`src/rtl/core/blg_pkg.sv`:
```
`timescale 1ns / 1ps
// ----------------------------------------------------------------------------
// blg_pkg: shared constants and helpers for the battery level gauge
// Widths, scale factors, class thresholds and register indexes.
// ----------------------------------------------------------------------------
package blg_pkg;

  localparam int SAMPLES_DEF = 10;   // default group size (1..16)

  localparam int ADC_W   = 12;
  localparam int CHG_W   = 2;
  localparam int SUM_W   = 16;
  localparam int CNT_W   = 4;
  localparam int MV_W    = 16;
  localparam int PCT_W   = 7;
  localparam int CLS_W   = 3;
  localparam int DIVR_W  = 8;

  // 100 * 3300 mV: the product carries the percent scale from the start
  localparam int REF_SCALE = 330000;
  localparam int ADC_FULL  = 4095;
  localparam int DIV_UNITS = 16;
  localparam int PCT_FULL  = 100;

  localparam int K_W     = 27;               // REF_SCALE * divider
  localparam int PROD_W  = SUM_W + K_W;      // 100 * numerator
  localparam int DEN_W   = 20;               // group size * 4095 * 16
  localparam int QUOT_W  = 28;               // floor(100 * V)
  localparam int HEAD_W  = PROD_W - QUOT_W;  // product bits below one denominator
  localparam int X_W     = 23;               // percent dividend, < 100 * 65536

  localparam int TH_CRITICAL = 10;
  localparam int TH_LOW      = 25;
  localparam int TH_MEDIUM   = 50;
  localparam int TH_HIGH     = 75;

  localparam logic [CLS_W-1:0] CLS_CRITICAL = 3'd0;
  localparam logic [CLS_W-1:0] CLS_LOW      = 3'd1;
  localparam logic [CLS_W-1:0] CLS_MEDIUM   = 3'd2;
  localparam logic [CLS_W-1:0] CLS_HIGH     = 3'd3;
  localparam logic [CLS_W-1:0] CLS_FULL     = 3'd4;
  localparam logic [CLS_W-1:0] ICON_CHARGING = 3'd5;

  localparam logic [CHG_W-1:0] CHARGE_IN_PROGRESS = 2'd2;

  localparam int CFG_IDX_W = 3;
  localparam logic [CFG_IDX_W-1:0] REG_EMPTY_MV  = 3'd0;
  localparam logic [CFG_IDX_W-1:0] REG_FULL_MV   = 3'd1;
  localparam logic [CFG_IDX_W-1:0] REG_DIVIDER   = 3'd2;
  localparam logic [CFG_IDX_W-1:0] REG_CRIT_EN   = 3'd3;
  localparam logic [CFG_IDX_W-1:0] REG_LOW_EN    = 3'd4;

  localparam logic [MV_W-1:0]   EMPTY_MV_RST = 16'd3300;
  localparam logic [MV_W-1:0]   FULL_MV_RST  = 16'd4200;
  localparam logic [DIVR_W-1:0] DIVIDER_RST  = 8'd32;

  function automatic logic [CLS_W-1:0] class_of(input logic [PCT_W-1:0] pct);
    logic [CLS_W-1:0] c;
    if (pct <= PCT_W'(TH_CRITICAL))    c = CLS_CRITICAL;
    else if (pct <= PCT_W'(TH_LOW))    c = CLS_LOW;
    else if (pct <= PCT_W'(TH_MEDIUM)) c = CLS_MEDIUM;
    else if (pct <= PCT_W'(TH_HIGH))   c = CLS_HIGH;
    else                               c = CLS_FULL;
    return c;
  endfunction

endpackage

```
`src/rtl/core/blg_mul.sv`:
```
`timescale 1ns / 1ps
// ----------------------------------------------------------------------------
// blg_mul: bit-serial multiplier
// Scans the group sum MSB first, one shift-add of the scale per cycle.
// ----------------------------------------------------------------------------
module blg_mul
  import blg_pkg::*;
(
  input  logic              clk,
  input  logic              rst_n,
  input  logic              start,
  input  logic [SUM_W-1:0]  sum,
  input  logic [K_W-1:0]    k,
  output logic              done,
  output logic [PROD_W-1:0] prod
);

  localparam int MC_W = $clog2(SUM_W + 1);

  logic              busy_r, busy_nxt;
  logic              done_r, done_nxt;
  logic [MC_W-1:0]   cnt_r, cnt_nxt;
  logic [SUM_W-1:0]  sh_r, sh_nxt;
  logic [PROD_W-1:0] acc_r, acc_nxt;

  always_comb begin
    busy_nxt = busy_r;
    done_nxt = 1'b0;
    cnt_nxt  = cnt_r;
    sh_nxt   = sh_r;
    acc_nxt  = acc_r;
    if (start) begin
      busy_nxt = 1'b1;
      cnt_nxt  = MC_W'(SUM_W);
      sh_nxt   = sum;
      acc_nxt  = '0;
    end else if (busy_r) begin
      acc_nxt = {acc_r[PROD_W-2:0], 1'b0}
              + (sh_r[SUM_W-1] ? PROD_W'(k) : PROD_W'(0));
      sh_nxt  = {sh_r[SUM_W-2:0], 1'b0};
      cnt_nxt = cnt_r - MC_W'(1);
      if (cnt_r == MC_W'(1)) begin
        busy_nxt = 1'b0;
        done_nxt = 1'b1;
      end
    end
  end

  always_ff @(posedge clk) begin
    if (!rst_n) begin
      busy_r <= 1'b0;
      done_r <= 1'b0;
      cnt_r  <= '0;
    end else begin
      busy_r <= busy_nxt;
      done_r <= done_nxt;
      cnt_r  <= cnt_nxt;
    end
  end

  always_ff @(posedge clk) begin
    sh_r  <= sh_nxt;
    acc_r <= acc_nxt;
  end

  assign done = done_r;
  assign prod = acc_r;

endmodule

```
`src/rtl/core/blg_div.sv`:
```
`timescale 1ns / 1ps
// ----------------------------------------------------------------------------
// blg_div: bit-serial restoring divider by the group denominator
// One quotient bit per cycle; each bit also feeds an online divide by 100,
// so millivolts come out alongside floor(100 * V).
// ----------------------------------------------------------------------------
module blg_div
  import blg_pkg::*;
#(
  parameter int SAMPLES_PER_READING = SAMPLES_DEF
)
(
  input  logic              clk,
  input  logic              rst_n,
  input  logic              start,
  input  logic [PROD_W-1:0] prod,
  output logic              done,
  output logic [QUOT_W-1:0] quo,
  output logic              rem_nz,
  output logic [MV_W-1:0]   mv
);

  localparam logic [DEN_W-1:0] DEN =
    DEN_W'(SAMPLES_PER_READING * ADC_FULL * DIV_UNITS);
  localparam int DC_W = $clog2(QUOT_W + 1);

  logic              busy_r, busy_nxt;
  logic              done_r, done_nxt;
  logic [DC_W-1:0]   cnt_r, cnt_nxt;
  logic [DEN_W-1:0]  rem_r, rem_nxt;
  logic [QUOT_W-1:0] sh_r, sh_nxt;
  logic [PCT_W-1:0]  r100_r, r100_nxt;
  logic [QUOT_W-1:0] mvq_r, mvq_nxt;

  logic [DEN_W:0]    trial;
  logic              qbit;
  logic [PCT_W:0]    u100;
  logic              mbit;

  always_comb begin
    trial = {rem_r, sh_r[QUOT_W-1]};
    qbit  = trial >= {1'b0, DEN};
    u100  = {r100_r, qbit};
    mbit  = u100 >= (PCT_W+1)'(PCT_FULL);
  end

  always_comb begin
    busy_nxt = busy_r;
    done_nxt = 1'b0;
    cnt_nxt  = cnt_r;
    rem_nxt  = rem_r;
    sh_nxt   = sh_r;
    r100_nxt = r100_r;
    mvq_nxt  = mvq_r;
    if (start) begin
      busy_nxt = 1'b1;
      cnt_nxt  = DC_W'(QUOT_W);
      // top bits of the product are always below the denominator
      rem_nxt  = DEN_W'(prod[PROD_W-1:QUOT_W]);
      sh_nxt   = prod[QUOT_W-1:0];
      r100_nxt = '0;
      mvq_nxt  = '0;
    end else if (busy_r) begin
      rem_nxt  = qbit ? DEN_W'(trial - {1'b0, DEN}) : trial[DEN_W-1:0];
      sh_nxt   = {sh_r[QUOT_W-2:0], qbit};
      r100_nxt = mbit ? PCT_W'(u100 - (PCT_W+1)'(PCT_FULL)) : u100[PCT_W-1:0];
      mvq_nxt  = {mvq_r[QUOT_W-2:0], mbit};
      cnt_nxt  = cnt_r - DC_W'(1);
      if (cnt_r == DC_W'(1)) begin
        busy_nxt = 1'b0;
        done_nxt = 1'b1;
      end
    end
  end

  always_ff @(posedge clk) begin
    if (!rst_n) begin
      busy_r <= 1'b0;
      done_r <= 1'b0;
      cnt_r  <= '0;
    end else begin
      busy_r <= busy_nxt;
      done_r <= done_nxt;
      cnt_r  <= cnt_nxt;
    end
  end

  always_ff @(posedge clk) begin
    rem_r  <= rem_nxt;
    sh_r   <= sh_nxt;
    r100_r <= r100_nxt;
    mvq_r  <= mvq_nxt;
  end

  assign done   = done_r;
  assign quo    = sh_r;
  assign rem_nz = |rem_r;
  assign mv     = (|mvq_r[QUOT_W-1:MV_W]) ? {MV_W{1'b1}} : mvq_r[MV_W-1:0];

endmodule

```
`src/rtl/core/blg_pct.sv`:
```
`timescale 1ns / 1ps
// ----------------------------------------------------------------------------
// blg_pct: bit-serial percent divider
// Divides the offset above empty by the span, one of seven bits per cycle.
// ----------------------------------------------------------------------------
module blg_pct
  import blg_pkg::*;
(
  input  logic             clk,
  input  logic             rst_n,
  input  logic             start,
  input  logic [X_W-1:0]   x,
  input  logic [MV_W-1:0]  span,
  output logic             done,
  output logic [PCT_W-1:0] pct
);

  localparam int PC_W = $clog2(PCT_W + 1);

  logic             busy_r, busy_nxt;
  logic             done_r, done_nxt;
  logic [PC_W-1:0]  cnt_r, cnt_nxt;
  logic [X_W-1:0]   rem_r, rem_nxt;
  logic [X_W-1:0]   dsh_r, dsh_nxt;
  logic [PCT_W-1:0] q_r, q_nxt;
  logic             fit;

  assign fit = rem_r >= dsh_r;

  always_comb begin
    busy_nxt = busy_r;
    done_nxt = 1'b0;
    cnt_nxt  = cnt_r;
    rem_nxt  = rem_r;
    dsh_nxt  = dsh_r;
    q_nxt    = q_r;
    if (start) begin
      busy_nxt = 1'b1;
      cnt_nxt  = PC_W'(PCT_W);
      rem_nxt  = x;
      dsh_nxt  = X_W'({span, {(PCT_W-1){1'b0}}});
      q_nxt    = '0;
    end else if (busy_r) begin
      rem_nxt = fit ? rem_r - dsh_r : rem_r;
      dsh_nxt = {1'b0, dsh_r[X_W-1:1]};
      q_nxt   = {q_r[PCT_W-2:0], fit};
      cnt_nxt = cnt_r - PC_W'(1);
      if (cnt_r == PC_W'(1)) begin
        busy_nxt = 1'b0;
        done_nxt = 1'b1;
      end
    end
  end

  always_ff @(posedge clk) begin
    if (!rst_n) begin
      busy_r <= 1'b0;
      done_r <= 1'b0;
      cnt_r  <= '0;
    end else begin
      busy_r <= busy_nxt;
      done_r <= done_nxt;
      cnt_r  <= cnt_nxt;
    end
  end

  always_ff @(posedge clk) begin
    rem_r <= rem_nxt;
    dsh_r <= dsh_nxt;
    q_r   <= q_nxt;
  end

  assign done = done_r;
  assign pct  = q_r;

endmodule

```
`src/rtl/core/battery_level_gauge.sv`:
```
`timescale 1ns / 1ps
// ----------------------------------------------------------------------------
// battery_level_gauge: averaged battery voltage, percent, class and alerts
//
//   port group  direction  request holds
//   in_         in         adc_sample, charge_status
//   out_        out        voltage_mv, percent, level_class, icon_index, alerts
//   cfg_        in         register index, write data (always ready)
//
// A sample that does not close a group is only added to the running sum.
// A closing sample starts a serial multiply, then a serial divide and then a
// percent divide; the result is registered when the percent divide is done.
// in_ready is low during that work, and for a closing sample while an earlier
// result still waits in the output register.
// Reset is synchronous; it clears the sum, count, class and alert latches.
// ----------------------------------------------------------------------------
module battery_level_gauge
  import blg_pkg::*;
#(
  parameter int SAMPLES_PER_READING = SAMPLES_DEF
)
(
  input  logic                 clk,
  input  logic                 rst_n,
  input  logic                 in_valid,
  output logic                 in_ready,
  input  logic [ADC_W-1:0]     in_adc_sample,
  input  logic [CHG_W-1:0]     in_charge_status,
  output logic                 out_valid,
  input  logic                 out_ready,
  output logic [MV_W-1:0]      out_voltage_mv,
  output logic [PCT_W-1:0]     out_percent,
  output logic [CLS_W-1:0]     out_level_class,
  output logic [CLS_W-1:0]     out_icon_index,
  output logic                 out_critical_alert,
  output logic                 out_low_alert,
  input  logic                 cfg_valid,
  output logic                 cfg_ready,
  input  logic [CFG_IDX_W-1:0] cfg_index,
  input  logic [MV_W-1:0]      cfg_data
);

  localparam logic [2:0] ST_IDLE = 3'd0;
  localparam logic [2:0] ST_MUL  = 3'd1;
  localparam logic [2:0] ST_DIV  = 3'd2;
  localparam logic [2:0] ST_PCT  = 3'd3;

  logic [2:0]        state_r, state_nxt;

  logic [MV_W-1:0]   empty_r, full_r;
  logic [DIVR_W-1:0] divr_r;
  logic              crit_en_r, low_en_r;

  logic [SUM_W-1:0]  sum_r, sum_nxt;
  logic [CNT_W-1:0]  cnt_r, cnt_nxt;
  logic [CLS_W-1:0]  cls_r, cls_nxt;
  logic              crit_lat_r, crit_lat_nxt;
  logic              low_lat_r, low_lat_nxt;
  logic              charging_r, charging_nxt;

  logic              out_valid_r, out_valid_nxt;
  logic [MV_W-1:0]   out_mv_r;
  logic [PCT_W-1:0]  out_pct_r;
  logic [CLS_W-1:0]  out_cls_r, out_icon_r;
  logic              out_crit_r, out_low_r;

  logic              in_acc, last;
  logic [SUM_W-1:0]  sum_add;
  logic [K_W-1:0]    k_scale;

  logic              mul_done, div_done, pct_done;
  logic [PROD_W-1:0] prod;
  logic [QUOT_W-1:0] quo;
  logic              rem_nz;
  logic [MV_W-1:0]   mv;
  logic [PCT_W-1:0]  pct_q;

  logic [X_W-1:0]    e100, f100, x_off;
  logic [MV_W-1:0]   span;
  logic              le_empty, ge_full;
  logic [PCT_W-1:0]  pct_fin;
  logic [CLS_W-1:0]  cls_new;
  logic              crit_pulse, low_pulse;

  // ---- configuration ----
  assign cfg_ready = 1'b1;

  always_ff @(posedge clk) begin
    if (!rst_n) begin
      empty_r   <= EMPTY_MV_RST;
      full_r    <= FULL_MV_RST;
      divr_r    <= DIVIDER_RST;
      crit_en_r <= 1'b1;
      low_en_r  <= 1'b1;
    end else if (cfg_valid) begin
      case (cfg_index)
        REG_EMPTY_MV: empty_r   <= cfg_data;
        REG_FULL_MV:  full_r    <= cfg_data;
        REG_DIVIDER:  divr_r    <= cfg_data[DIVR_W-1:0];
        REG_CRIT_EN:  crit_en_r <= cfg_data[0];
        REG_LOW_EN:   low_en_r  <= cfg_data[0];
        default: ;
      endcase
    end
  end

  // ---- accumulation ----
  assign last     = cnt_r == CNT_W'(SAMPLES_PER_READING - 1);
  assign in_ready = (state_r == ST_IDLE) && !(out_valid_r && last);
  assign in_acc   = in_valid && in_ready;
  assign sum_add  = sum_r + SUM_W'(in_adc_sample);
  assign k_scale  = K_W'(32'(divr_r) * REF_SCALE);

  // ---- serial datapath ----
  blg_mul u_mul (
    .clk   (clk),
    .rst_n (rst_n),
    .start (in_acc && last),
    .sum   (sum_add),
    .k     (k_scale),
    .done  (mul_done),
    .prod  (prod)
  );

  blg_div #(
    .SAMPLES_PER_READING (SAMPLES_PER_READING)
  ) u_div (
    .clk    (clk),
    .rst_n  (rst_n),
    .start  (mul_done),
    .prod   (prod),
    .done   (div_done),
    .quo    (quo),
    .rem_nz (rem_nz),
    .mv     (mv)
  );

  // quo = floor(100 * V); compares against 100 * limits are exact
  assign e100  = X_W'(empty_r) * X_W'(PCT_FULL);
  assign f100  = X_W'(full_r) * X_W'(PCT_FULL);
  assign x_off = quo[X_W-1:0] - e100;
  assign span  = full_r - empty_r;

  blg_pct u_pct (
    .clk   (clk),
    .rst_n (rst_n),
    .start (div_done),
    .x     (x_off),
    .span  (span),
    .done  (pct_done),
    .pct   (pct_q)
  );

  // ---- percent, class and alerts ----
  always_comb begin
    le_empty = (quo < QUOT_W'(e100)) || ((quo == QUOT_W'(e100)) && !rem_nz);
    ge_full  = quo >= QUOT_W'(f100);
    if (le_empty)     pct_fin = '0;
    else if (ge_full) pct_fin = PCT_W'(PCT_FULL);
    else              pct_fin = pct_q;
    cls_new = class_of(pct_fin);

    crit_pulse   = 1'b0;
    low_pulse    = 1'b0;
    crit_lat_nxt = crit_lat_r;
    low_lat_nxt  = low_lat_r;
    cls_nxt      = cls_r;
    if (pct_done && (cls_new != cls_r)) begin
      cls_nxt    = cls_new;
      crit_pulse = (cls_new == CLS_CRITICAL) && crit_en_r && !crit_lat_r;
      low_pulse  = (cls_new == CLS_LOW) && low_en_r && !low_lat_r;
      if (crit_pulse) crit_lat_nxt = 1'b1;
      if (low_pulse)  low_lat_nxt  = 1'b1;
      if (cls_new > CLS_LOW)      low_lat_nxt  = 1'b0;
      if (cls_new > CLS_CRITICAL) crit_lat_nxt = 1'b0;
    end
  end

  // ---- sequencer ----
  always_comb begin
    state_nxt     = state_r;
    sum_nxt       = sum_r;
    cnt_nxt       = cnt_r;
    charging_nxt  = charging_r;
    out_valid_nxt = out_valid_r && !out_ready;
    case (state_r)
      ST_IDLE: begin
        if (in_acc) begin
          if (last) begin
            sum_nxt      = '0;
            cnt_nxt      = '0;
            charging_nxt = in_charge_status == CHARGE_IN_PROGRESS;
            state_nxt    = ST_MUL;
          end else begin
            sum_nxt = sum_add;
            cnt_nxt = cnt_r + CNT_W'(1);
          end
        end
      end
      ST_MUL: begin
        if (mul_done) state_nxt = ST_DIV;
      end
      ST_DIV: begin
        if (div_done) state_nxt = ST_PCT;
      end
      ST_PCT: begin
        if (pct_done) begin
          out_valid_nxt = 1'b1;
          state_nxt     = ST_IDLE;
        end
      end
      default: state_nxt = ST_IDLE;
    endcase
  end

  always_ff @(posedge clk) begin
    if (!rst_n) begin
      state_r     <= ST_IDLE;
      sum_r       <= '0;
      cnt_r       <= '0;
      cls_r       <= CLS_CRITICAL;
      crit_lat_r  <= 1'b0;
      low_lat_r   <= 1'b0;
      out_valid_r <= 1'b0;
    end else begin
      state_r     <= state_nxt;
      sum_r       <= sum_nxt;
      cnt_r       <= cnt_nxt;
      cls_r       <= cls_nxt;
      crit_lat_r  <= crit_lat_nxt;
      low_lat_r   <= low_lat_nxt;
      out_valid_r <= out_valid_nxt;
    end
  end

  always_ff @(posedge clk) begin
    charging_r <= charging_nxt;
    if (pct_done) begin
      out_mv_r   <= mv;
      out_pct_r  <= pct_fin;
      out_cls_r  <= cls_new;
      out_icon_r <= charging_r ? ICON_CHARGING : cls_new;
      out_crit_r <= crit_pulse;
      out_low_r  <= low_pulse;
    end
  end

  assign out_valid          = out_valid_r;
  assign out_voltage_mv     = out_mv_r;
  assign out_percent        = out_pct_r;
  assign out_level_class    = out_cls_r;
  assign out_icon_index     = out_icon_r;
  assign out_critical_alert = out_crit_r;
  assign out_low_alert      = out_low_r;

endmodule
```
`config.mk`:
```
export PLATFORM = sky130hd
export DESIGN_NAME = battery_level_gauge
export DESIGN_NICKNAME = d
export VERILOG_FILES = /design/src/rtl/core/blg_pkg.sv /design/src/rtl/core/blg_mul.sv /design/src/rtl/core/blg_div.sv /design/src/rtl/core/blg_pct.sv /design/src/rtl/core/battery_level_gauge.sv
export SDC_FILE = /design/constraint.sdc
export NUM_CORES = 1
export LEC_CHECK = 0
export ABC_CLOCK_PERIOD_IN_PS = 13500
export BUFFER_PORTS_ARGS = -buffer_cell sky130_fd_sc_hd__buf_2
export CORE_MARGIN = 2
export CORE_UTILIZATION = 45
export DETAILED_ROUTE_END_ITERATION = 8
export PLACE_DENSITY_LB_ADDON = 0.25
export SYNTH_ARGS = -nofsm -noshare
export SYNTH_HDL_FRONTEND = slang
export SYNTH_SLANG_ARGS = --single-unit
```
`constraint.sdc`:
```
create_clock -name clk -period 13.5 [get_ports clk]
set_input_delay 0.675 -clock clk [delete_from_list [all_inputs] [get_ports clk]]
set_output_delay 0.675 -clock clk [all_outputs]
set_load 0.02 [all_outputs]
```
After elaboration in Yosys (flattened, before gate mapping) --
Cells that the tools add are included. Widths: inputs -> output; s select.
Word-level totals: register bits after elaboration 316, output and inout bits 34, word-level logic and storage cells 186
Cells by class: add/sub/neg operators 11, multiply operators 3, $lt $le $gt $ge 11, equality and inequality tests 20, muxes and demuxes 52, bitwise gates (word level) 4, reductions and logical operators 44
Operators with widths (number):
- $mux 23 | 3
- $mux 28 | 2
- $mux 16 | 3
- $mux 22 | 2
- $add 43x43->43 | 1
- $mul 16x5->21 const B | 2
- $mux 3 | 11
- $mux 15 | 2
- $eq 28x23->1 | 1
- $ge 28x23->1 | 1
- $lt 28x23->1 | 1
- $mux 27 | 1
- $ge 23x22->1 | 1
- $mul 8x15->23 const B | 1
- $sub 23x22->23 | 1
- $sub 23x23->23 | 1
- $ge 21x20->1 const B | 1
- $mux 7 | 3
- $mux 20 | 1
- $mux 5 | 4
- $reduce_or 20->1 | 1
- $sub 20x20->20 const B | 1
- $mux 1 | 18
- $reduce_and 2->1 | 9
- 34 further kinds | 73

Logic depth before layout (Yosys ltp) --
Gate-level depths: netlist of the first run.
depth after elaboration 15, mapped depth 26, mapped depth without buffers 26

By module --
Synthesis of the first run repeated with hierarchy kept, for this count alone.
Unflattened totals: cell total of the unflattened synthesis 2531, area, all modules 22945.8 um2
By module, submodules not included:
- battery_level_gauge | instances 1, cells an instance 1289, area an instance 10935.5 um2, sequential area each 2362.3 um2
- blg_div | instances 1, cells an instance 376, area an instance 4247.8 um2, sequential area each 2232.1 um2
- blg_mul | instances 1, cells an instance 483, area an instance 4207.8 um2, sequential area each 1481.4 um2
- blg_pct | instances 1, cells an instance 383, area an instance 3554.7 um2, sequential area each 1531.5 um2

Worst setup path before layout of the first run --
No wires, ideal clock.
path kind register to register, start register empty_r[1], end register low_lat_r, library setup time 0.119 ns, arrival 5.781 ns, slack 7.601 ns, stages on the path, launching flop included 26, clock period less this slack 5.899 ns, cell sequence dfxtp_1 -> ha_1 -> ha_1 -> ha_1 -> ha_1 -> a21o_1 -> a21oi_1 -> nor2b_1 -> o21ai_0 -> a21oi_1 -> a41o_1 -> o211a_1 -> o41ai_1 -> nand2b_1 -> xnor2_1 -> ha_1 -> nand3_1 -> or4_1 -> nor4_2 -> nor3_1 -> a211o_4 -> o31ai_4 -> mux2i_4 -> a2bb2oi_2 -> o2111a_2 -> o221a_1
On the way: longest elaborated chain between the ends 15, elaborated cells on any way between the ends 23, those cells by class mul (1); order compare (6); eq/ne (3); mux (6); reduce/logical (7)
Ends and longest elaborated chain:
- from (decl) | line battery_level_gauge.sv:50 | logic [MV_W-1:0] empty_r, full_r;
- from (signal assigned) | line battery_level_gauge.sv:97 | REG_EMPTY_MV: empty_r <= cfg_data;
- $mul 16x5->21 (*) | line battery_level_gauge.sv:139 | assign e100 = X_W'(empty_r) * X_W'(PCT_FULL);
- parallel branches: the longest is 2 deep, another holds $lt 28x23->1
- $logic_or 1x1->1 (*) | line battery_level_gauge.sv:156 | le_empty = (quo < QUOT_W'(e100)) || ((quo == QUOT_W'(e100)) && !rem_nz);
- $mux 7 (*) | line battery_level_gauge.sv:158 | if (le_empty) pct_fin = '0;
- $le 7x7->1 | line blg_pkg.sv:62 | else if (pct <= PCT_W'(TH_HIGH)) c = CLS_HIGH;
- $mux 3 | line blg_pkg.sv:62
- $mux 3 | line blg_pkg.sv:61 | else if (pct <= PCT_W'(TH_MEDIUM)) c = CLS_MEDIUM;
- $mux 3 | line blg_pkg.sv:60 | else if (pct <= PCT_W'(TH_LOW)) c = CLS_LOW;
- $mux 3 (*) | line blg_pkg.sv:59 | if (pct <= PCT_W'(TH_CRITICAL)) c = CLS_CRITICAL;
- parallel branches: the longest is 5 deep, another holds $gt 3x1->1
- to (signal assigned) | line battery_level_gauge.sv:231 | low_lat_r <= low_lat_nxt;
- to (decl) | line battery_level_gauge.sv:58 | logic low_lat_r, low_lat_nxt;
Mark *: on every way between the ends. A chain may end at the register's enable or synchronous reset.

Final worst setup path of the first run --
start register full_r[2], end register out_crit_r (netlist: out_critical_alert) (data pin)
On the way: longest elaborated chain between the ends 12, elaborated cells on any way between the ends 17, those cells by class mul (1); order compare (5); eq/ne (1); mux (6); reduce/logical (4)
Ends and longest elaborated chain:
- from (decl) | line battery_level_gauge.sv:50
- from (signal assigned) | line battery_level_gauge.sv:98 | REG_FULL_MV: full_r <= cfg_data;
- $mul 16x5->21 (*) | line battery_level_gauge.sv:140 | assign f100 = X_W'(full_r) * X_W'(PCT_FULL);
- $ge 28x23->1 (*) | line battery_level_gauge.sv:157 | ge_full = quo >= QUOT_W'(f100);
- $mux 7 (*) | line battery_level_gauge.sv:159 | else if (ge_full) pct_fin = PCT_W'(PCT_FULL);
- $mux 7 (*) | line battery_level_gauge.sv:158
- $le 7x7->1 | line blg_pkg.sv:62
- $mux 3 | line blg_pkg.sv:62
- $mux 3 | line blg_pkg.sv:61
- $mux 3 | line blg_pkg.sv:60
- $mux 3 (*) | line blg_pkg.sv:59
- via cls_new[0] | line battery_level_gauge.sv:82 | logic [CLS_W-1:0] cls_new;
- $logic_not 3->1 | line battery_level_gauge.sv:170 | crit_pulse = (cls_new == CLS_CRITICAL) && crit_en_r && !crit_lat_r;
- $logic_and 1x1->1 (2 in a row) | line battery_level_gauge.sv:170
- to (signal assigned) | line battery_level_gauge.sv:243 | out_crit_r <= crit_pulse;
- to (decl) | line battery_level_gauge.sv:65 | logic out_crit_r, out_low_r;
The timed path passes the listed nets; every way through them passes the cells marked *.

==> impl_metrics.prom, run 1 <==
# TYPE chip_impl_metric gauge
chip_impl_metric{name="clockBufferDepth",unit=""} 3
chip_impl_metric{name="timing.fmax",unit="GHz"} 0.154
chip_impl_metric{name="timing.max_cap.violations",unit=""} 0
chip_impl_info{name="hold_end",value="out_valid"} 1
chip_impl_metric{name="crit_fanout",unit=""} 10
chip_impl_info{name="critical_path.cell_chain",value="ha_1, ha_1, fa_1, ha_1, a21oi_1, nor2b_1, o21a_1, nor3_1, o31ai_1, o41ai_1, o2111ai_1, a21oi_1, xor2_1, ha_1, nor2b_1, a21o_1, a211oi_1, o21ai_1, or2_2, nor3_2, xnor2_1, o211ai_1, nor3_1"} 1
chip_impl_metric{name="final_hold_viol_count",unit=""} 0
chip_impl_metric{name="placement.io_buffers",unit=""} 70
chip_impl_metric{name="cts_setup_buffers",unit=""} 0
chip_impl_metric{name="layout-area-overhead-vs-synth",unit="%"} 9.65
chip_impl_metric{name="finalSetupTns",unit="ns"} 0
chip_impl_metric{name="fin_worst_skew",unit="ns"} 0.0183
chip_impl_info{name="cp_slowest_cell",value="o41ai_1"} 1
chip_impl_metric{name="hpwlAfterDp",unit="mm"} 39.1
chip_impl_metric{name="power_density",unit="nW/um2"} 102
chip_impl_metric{name="num_rows",unit=""} 80
chip_impl_metric{name="floorplan.die.height",unit="um"} 223
chip_impl_metric{name="ctsHtreeMaxLevel",unit=""} 2
chip_impl_metric{name="gp_congestion",unit=""} 0.871
chip_impl_metric{name="p_leak",unit="nW"} 10.2
chip_impl_metric{name="synth_fp_nets",unit=""} 2724
chip_impl_metric{name="count_of_synthesis_stage_warnings_from_yosys",unit=""} 0
chip_impl_metric{name="slowest_delay",unit="ns"} 0.58
chip_impl_metric{name="top_level_ports",unit=""} 72
chip_impl_metric{name="placedCellCount",unit=""} 3000
chip_impl_metric{name="min_delay_path_depth",unit=""} 3
chip_impl_metric{name="area.sequential",unit="um2"} 7540
chip_impl_metric{name="crit_required",unit="ns"} 13.81
chip_impl_metric{name="maxSlewViolCount",unit=""} 0
chip_impl_info{name="grt_setup_unrepaired",value="false"} 1
chip_impl_metric{name="proportion_of_synthesized_area_in_mux_cells",unit=""} 0.0480
chip_impl_metric{name="overflow",unit=""} 0
chip_impl_metric{name="grt_pass1_wl",unit="mm"} 83.4
chip_impl_info{name="synth_top_family_by_area",value="adder cells"} 1
chip_impl_metric{name="max_slew.worst_pin.slew",unit="ns"} 1.14
chip_impl_metric{name="placeableCoreArea",unit="um2"} 47600
chip_impl_metric{name="final_cells",unit=""} 3066
chip_impl_info{name="critPathCaptureType",value="register"} 1
chip_impl_metric{name="hold_slack",unit="ns"} 0.381
chip_impl_metric{name="antenna-diode-count",unit=""} 0
chip_impl_metric{name="async_flop_share",unit=""} 0
chip_impl_metric{name="synth-edff-count",unit=""} 130
chip_impl_metric{name="peakVddDrop",unit="uV"} 84.4
chip_impl_metric{name="place_worst_setup_slack",unit="ns"} 7.06
chip_impl_metric{name="finalCritPeriodShare",unit=""} 0.480
chip_impl_metric{name="grt_pass1_vias",unit=""} 16400
chip_impl_metric{name="worst_r2r_path_depth",unit=""} 23
chip_impl_metric{name="die_x",unit="um"} 223
chip_impl_metric{name="post_drt_wl_per_cell",unit="um"} 16.7
chip_impl_metric{name="post_synth_xor_area_fraction",unit=""} 0.0591
chip_impl_metric{name="slew-limit-headroom",unit=""} 0.232
chip_impl_info{name="timing.critical_path.from_type",value="register"} 1
chip_impl_metric{name="initial_utilization",unit=""} 0.454
chip_impl_metric{name="largest_net_degree_at_the_start_of_global_routing",unit=""} 100
chip_impl_info{name="critical_path.most_common_cell",value="ha_1"} 1
chip_impl_metric{name="synth_cell_types",unit=""} 82
chip_impl_metric{name="filler_cell_count",unit=""} 4489
chip_impl_metric{name="clock_latency",unit="ns"} 0.56
chip_impl_metric{name="grtUsageTotal",unit=""} 0.207
chip_impl_info{name="clk_root_buffer_cell",value="clkbuf_16"} 1
chip_impl_metric{name="fin_nets",unit=""} 2772
chip_impl_metric{name="drt-initial-drc-count",unit=""} 1048
chip_impl_metric{name="syn-mean-instance-area",unit="um2"} 9.12
chip_impl_metric{name="synth-compound-area-share",unit=""} 0.150
chip_impl_metric{name="die_area",unit="um2"} 49900
chip_impl_metric{name="worst_ep_arrival",unit="ns"} 6.78
chip_impl_metric{name="drive_gt1_frac",unit=""} 0.0849
chip_impl_metric{name="post_cts_hold_buffer_count",unit=""} 0
chip_impl_info{name="rr_endpoint",value="out_critical_alert"} 1
chip_impl_metric{name="tritoncts_num_sinks",unit=""} 311
chip_impl_metric{name="finalPower",unit="mW"} 2.43
chip_impl_metric{name="routed-via-count",unit=""} 16700
chip_impl_info{name="outcome",value="completed"} 1
chip_impl_metric{name="clk_pin_slew_worst_paths",unit="ns"} 0.06
chip_impl_metric{name="wl",unit="mm"} 51.1
chip_impl_metric{name="synth_seq_area_share",unit=""} 0.348
chip_impl_info{name="worstReg2RegStart",value="full_r[2]"} 1
chip_impl_metric{name="firstDrtPassIters",unit=""} 7
chip_impl_metric{name="drc_errors",unit=""} 0
chip_impl_metric{name="synth.ff_latch_count",unit=""} 311
chip_impl_info{name="tritoncts",value="done"} 1
chip_impl_metric{name="dpl-instance-area",unit="um2"} 22600
chip_impl_metric{name="multi_input_comb_area",unit="um2"} 13100
chip_impl_metric{name="utilization",unit=""} 0.498
chip_impl_info{name="synth_flop_cell",value="dfxtp_1"} 1
chip_impl_info{name="timing.hold.worst.start",value="out_ready"} 1
chip_impl_metric{name="area_of_all_placed_cells_without_fillers",unit="um2"} 23700
chip_impl_metric{name="ant_nets",unit=""} 0
chip_impl_metric{name="ff2ff_setup_slack",unit="ns"} 7.02
chip_impl_metric{name="viasPerCell",unit=""} 5.46
chip_impl_metric{name="finalSetupViolCount",unit=""} 0
chip_impl_metric{name="synth_simple_gate_area_frac",unit=""} 0.159
chip_impl_metric{name="fin_ws",unit="ns"} 7.02
chip_impl_metric{name="postSynthCellCount",unit=""} 2375
chip_impl_info{name="timing_worst_setup_path_type",value="register to register"} 1
chip_impl_metric{name="synth.cell_area",unit="um2"} 21600
chip_impl_metric{name="post_cts_resized",unit=""} 0
chip_impl_metric{name="initial_antenna_violation_count",unit=""} 0
chip_impl_metric{name="synth_adder_area_share",unit=""} 0.191
chip_impl_metric{name="cts_made_buffers",unit=""} 36
chip_impl_metric{name="fin_crit",unit="ns"} 6.48
chip_impl_info{name="holdCritPathClass",value="input port to register"} 1
==> flip-flops by register name, indices dropped and copies added, names as in the netlist, 7 cells and up <==
name,cells
u_mul.prod,39
u_div.mvq_r,28
u_div.quo,28
u_pct.rem_r,23
u_pct.dsh_r,22
u_div.rem_r,20
empty_r,16
full_r,16
out_voltage_mv,16
sum_r,16
u_mul.sh_r,16
divr_r,8
out_percent,7
u_div.r100_r,7
u_pct.pct,7
==> placed cells by master (no fill, tap or decap), types with 19 or more instances in the layout <==
master	instances
or2_2	29
dfxtp_1	176
nand3_1	50
a211oi_1	24
xnor2_1	82
ha_1	279
a21o_1	36
buf_2	70
nand2_1	216
nor2b_1	29
and2_1	25
and3_1	20
o21bai_1	19
edfxtp_1	130
or3_1	21
fa_1	32
xor2_1	64
mux2_2	29
a21oi_1	163
mux2i_1	69
nor3_1	40
o21ai_0	106
o21a_1	22
inv_1	190
nor2_1	236
clkbuf_16	37
==> cells in the mapped netlist, drive strengths merged, types with 24 or more instances <==
| library cell | count | area, um2 |
|---|---|---|
| clkbuf | 62 | 233 |
| mux2i | 70 | 713 |
| or2 | 30 | 188 |
| nor2b | 29 | 181 |
| dfxtp | 181 | 3620 |
| nand2 | 216 | 811 |
| inv | 191 | 717 |
| o21ai | 109 | 546 |
| fa | 32 | 641 |
| a211oi | 24 | 180 |
| mux2 | 29 | 327 |
| xnor2 | 82 | 718 |
| nand3 | 50 | 250 |
| nor2 | 237 | 897 |
| nor3 | 41 | 210 |
| ha | 279 | 3490 |
| edfxtp | 130 | 3900 |
| xor2 | 64 | 561 |
| and2 | 26 | 163 |
| a21oi | 163 | 816 |
| a21o | 36 | 270 |
==> area by class of cell <==
type / instances / share of cell area
tap: 615 / 0.0324
clock buffer: 53 / 0.0420
timing repair buffer: 80 / 0.0179
clock inverter: 13 / 0.00638
sequential: 311 / 0.317
inverter: 192 / 0.0304
multi-input combinational: 1802 / 0.553
==> how the worst max path moves through the flow <==
stage,start,end,slack (ns)
final,full_r[2],out_critical_alert,7.02
after global routing,full_r[2],out_critical_alert,6.54
after CTS,full_r[2],out_critical_alert,7.01
after detailed placement,full_r[2],out_critical_alert,7.06
after global placement,empty_r[1],out_critical_alert,7.16
after floorplan,empty_r[1],low_lat_r,7.60
==> metal layers <==
layer,vias up,wire length (um),global-route usage,share of wire
met3,83,2190,0.0303,0.043
met1,7898,24000,0.274,0.47
met5,-,0,0,0
met2,272,23300,0.345,0.46
met4,0,1560,0.0688,0.031
li1,8491,-,-,-
==> critical path, delay by kind of cell, from the launching register on <==
family | cells | cell delay (ns)
compound gates | 10 | 2.60
xor+xnor | 2 | 0.33
fa+ha+maj | 5 | 1.63
flops | 1 | 0.43
simple gates | 6 | 1.22
==> kinds of logic (layout without fill, tap and decap cells) <==
group	after synthesis	count (layout)
DFF	311	311
xor gates and xnor gates	146	146
muxes	99	99
buffers and inverters	262	338
and+or+nand+nor	739	739
adders and majority gates	311	311
AOI/OAI and AO/OA	506	506
other	1	1
==> power breakdown <==
part	internal, mW	switching (mW)
clock network	0.557	0.397
registers	0.995	0.0229
logic	0.189	0.269
No activity file was read; power rests on OpenSTA's default activity.
==> run 2, diff against run 1 <==
- ABC_AREA: not set -> 1
- ABC_CLOCK_PERIOD_IN_PS: 13500 -> 6650
- clock period: 13.5 -> 6.65 ns (I/O delays scaled with it)
==> run 2 against run 1 <==
Worst setup slack worse by 6.5 ns. Utilization up 0.61 points. Largest cell class unchanged. Global-route usage up 2.2 points. Critical path type unchanged.
==> impl_metrics.prom, run 2 <==
# TYPE chip_impl_metric gauge
chip_impl_info{name="top_layer_used",value="met4"} 1
chip_impl_info{name="cp_slowest_cell",value="fa_1"} 1
chip_impl_metric{name="clockBufferDepth",unit=""} 3
chip_impl_metric{name="clk_pin_slew_worst_paths",unit="ns"} 0.06
chip_impl_metric{name="p_leak",unit="nW"} 11.3
chip_impl_metric{name="timing.critical_path.buf_inv",unit=""} 4
chip_impl_metric{name="met1_length",unit="mm"} 26.4
chip_impl_metric{name="peakVddDrop",unit="uV"} 187
chip_impl_metric{name="finalSetupViolCount",unit=""} 0
chip_impl_metric{name="wl",unit="mm"} 56.0
chip_impl_metric{name="crit_required",unit="ns"} 6.97
chip_impl_metric{name="initial_antenna_violation_count",unit=""} 0
chip_impl_info{name="timing_worst_setup_path_type",value="register to register"} 1
chip_impl_metric{name="synth.ff_latch_count",unit=""} 311
chip_impl_metric{name="overflow",unit=""} 0
chip_impl_metric{name="synth_cell_types",unit=""} 56
chip_impl_metric{name="drive_gt1_frac",unit=""} 0.0744
chip_impl_metric{name="fin_worst_skew",unit="ns"} 0.0161
chip_impl_info{name="synth_top_cell_by_area",value="edfxtp_1"} 1
chip_impl_metric{name="post_drt_wl_per_cell",unit="um"} 16.2
chip_impl_metric{name="flip_flop_count_of_the_largest_register_after_layout",unit=""} 39
chip_impl_info{name="synthMostInstantiatedCell",value="nand2_1"} 1
chip_impl_metric{name="largest_net_degree_at_the_start_of_global_routing",unit=""} 55
chip_impl_metric{name="ctsHtreeMaxLevel",unit=""} 2
chip_impl_info{name="critPathCaptureType",value="register"} 1
chip_impl_metric{name="drc_errors",unit=""} 0
chip_impl_metric{name="routed-via-count",unit=""} 18400
chip_impl_metric{name="crit_fanout",unit=""} 7
chip_impl_info{name="clk_root_buffer_cell",value="clkbuf_16"} 1
chip_impl_metric{name="cts_made_buffers",unit=""} 37
chip_impl_metric{name="finalPower",unit="mW"} 5.67
chip_impl_metric{name="filler_cell_count",unit=""} 4503
chip_impl_metric{name="top_level_ports",unit=""} 72
chip_impl_metric{name="viasPerCell",unit=""} 5.32
chip_impl_metric{name="final_cells",unit=""} 3466
chip_impl_metric{name="ant_nets",unit=""} 0
chip_impl_metric{name="initial_utilization",unit=""} 0.456
chip_impl_metric{name="maxSlewViolCount",unit=""} 0
chip_impl_info{name="synth_flop_cell",value="dfxtp_1"} 1
chip_impl_metric{name="drt-initial-drc-count",unit=""} 1187
chip_impl_info{name="critical_path.most_common_cell",value="nand2_1"} 1
chip_impl_metric{name="timing.fmax",unit="GHz"} 0.163
chip_impl_metric{name="placeableCoreArea",unit="um2"} 47700
chip_impl_metric{name="floorplan.die.height",unit="um"} 224
chip_impl_metric{name="tritoncts_num_sinks",unit=""} 311
chip_impl_metric{name="route.met3.wl",unit="mm"} 2.39
chip_impl_metric{name="clock_latency",unit="ns"} 0.56
chip_impl_info{name="top_cell_types_by_occurrence_after_synthesis",value="520 x nand2_1, 431 x inv_1, 279 x ha_1"} 1
chip_impl_metric{name="synth_fp_nets",unit=""} 3106
chip_impl_metric{name="met2_wirelength_from_detailed_routing",unit="mm"} 26.0
chip_impl_info{name="synth.area.top_cells",value="edfxtp_1 18%, dfxtp_1 17%, ha_1 16%, nand2_1 9.0%, inv_1 7.4%"} 1
chip_impl_info{name="holdCritPathClass",value="input port to register"} 1
chip_impl_metric{name="post_cts_hold_buffer_count",unit=""} 0
chip_impl_info{name="most_common_cell_after_layout_fill_and_taps_aside",value="nand2_1"} 1
chip_impl_metric{name="power_density",unit="nW/um2"} 236
chip_impl_metric{name="async_flop_share",unit=""} 0
chip_impl_metric{name="grt_pass1_wl",unit="mm"} 92.7
chip_impl_metric{name="num_rows",unit=""} 80
chip_impl_metric{name="timing.max_cap.violations",unit=""} 0
chip_impl_metric{name="placedCellCount",unit=""} 3397
chip_impl_metric{name="postSynthCellCount",unit=""} 2757
chip_impl_metric{name="gp_congestion",unit=""} 0.926
chip_impl_metric{name="multi_input_comb_area",unit="um2"} 12400
chip_impl_metric{name="slew-limit-headroom",unit=""} 0.228
chip_impl_metric{name="area.sequential",unit="um2"} 7530
chip_impl_metric{name="finalCritPeriodShare",unit=""} 0.921
chip_impl_metric{name="die_x",unit="um"} 224
chip_impl_info{name="tritoncts",value="done"} 1
chip_impl_metric{name="die_area",unit="um2"} 50100
chip_impl_info{name="outcome",value="completed"} 1
chip_impl_metric{name="antenna-diode-count",unit=""} 0
chip_impl_info{name="layout_common_cells",value="520 x nand2_1, 430 x inv_1, 278 x ha_1"} 1
chip_impl_metric{name="max_slew.worst_pin.slew",unit="ns"} 1.16
chip_impl_info{name="cp_top_family",value="adder cells"} 1
chip_impl_metric{name="synth_seq_area_share",unit=""} 0.346
chip_impl_metric{name="count_of_synthesis_stage_warnings_from_yosys",unit=""} 0
chip_impl_metric{name="hpwlAfterDp",unit="mm"} 43.3
chip_impl_metric{name="worst_ep_arrival",unit="ns"} 6.44
chip_impl_metric{name="slowest_delay",unit="ns"} 0.48
chip_impl_info{name="timing.critical_path.from_type",value="register"} 1
chip_impl_metric{name="grtUsageTotal",unit=""} 0.228
chip_impl_metric{name="synth.top_cell.area_share",unit=""} 0.179
chip_impl_metric{name="syn-mean-instance-area",unit="um2"} 7.89
chip_impl_metric{name="firstDrtPassIters",unit=""} 6
chip_impl_metric{name="placement.io_buffers",unit=""} 70
chip_impl_metric{name="fin_crit",unit="ns"} 6.12
chip_impl_metric{name="fin_nets",unit=""} 3171
chip_impl_metric{name="layout-area-overhead-vs-synth",unit="%"} 10.7
chip_impl_metric{name="synth.cell_area",unit="um2"} 21700
chip_impl_metric{name="synth-edff-count",unit=""} 130
chip_impl_metric{name="grt_pass1_vias",unit=""} 18200
chip_impl_metric{name="final_hold_viol_count",unit=""} 0
run 2: changes by cell type after synthesis, moves of 24 or more:
cell	delta
and2_1	-24
o22ai_1	+59
a21oi_1	+78
nor2_1	-47
nand3_1	+37
inv_1	+241
xnor2_1	-44
nand2_1	+304
o21ai_0	+92
a21o_1	-30
mux2_2	-28
nor2b_1	-29
mux2i_1	-68
run 2: per-stage QoR:
step / cell area [um2] / utilization / worst slack (ns) / hold slack [ns] / setup TNS, ns
floorplan: 21700 / - / 1.10 / 0.435 / 0
global placement: 22800 / 0.477 / 0.472 / 0.451 / 0
detailed placement: 22800 / 0.477 / 0.296 / 0.453 / 0
CTS: 24000 / 0.503 / 0.271 / 0.00412 / 0
global route: 24100 / 0.504 / -0.0421 / 0.0398 / -0.111
finish: 24100 / 0.504 / 0.528 / 0.0193 / 0
run 2: path summary, 6_finish.rpt:
kind | startpoint | cells past startpoint | slack, ns | to
worst max register to register | full_r[3] | 34 | 0.53 | out_critical_alert
worst min-delay path | out_ready | 4 | 0.02 | out_valid
worst max-delay path | full_r[3] | 34 | 0.53 | out_critical_alert
worst min register to register | u_mul.cnt_r[1] | 2 | 0.46 | u_mul.cnt_r[1]
run 2: area by class of cell:
type,instances,share of cell area
multi-input combinational,1940,0.513
sequential,311,0.313
inverter,447,0.0698
clock buffer,54,0.0454
tap,615,0.0320
timing repair buffer,85,0.0192
clock inverter,14,0.00748
run 2: timing repair:
item | in CTS | in global routing
setup buffers | 0 | 1
setup endpoints to repair | 0 | 9
gates resized for setup | 0 | 22
run 2: power by group:
part / internal (mW) / total (mW) / switching [mW]
sequential: 2.10 / 2.20 / 0.0974
combinational: 0.499 / 1.36 / 0.856
clock: 1.27 / 2.12 / 0.850
run 2: worst register-to-register path: cells and delay by family (launching register included):
kind	cells	cell delay [ns]
adder cells (fa/ha/maj)	5	1.73
flip-flops	1	0.40
AO/OA/AOI/OAI	9	1.46
XOR/XNOR	1	0.35
buffers and inverters	4	0.36
AND/OR/NAND/NOR	15	1.58
run 2: metal layers:
metal,vias up,GRT usage
li1,9391,-
met1,8612,0.311
met2,368,0.384
met3,74,0.0248
met4,0,0.0662
met5,-,0
run 2: logic make-up (layout without fill, tap and decap cells):
group           count (synthesis)  after routing  synth area share
flops                         311            311             0.346
simple gates                  918            918             0.179
buf+inv                       506            600            0.0876
fa+ha+maj                     311            311             0.190
compound gates                617            617             0.159
other cells                     1              1          0.000172
xor+xnor                       91             91            0.0370
mux                             2              2          0.000978
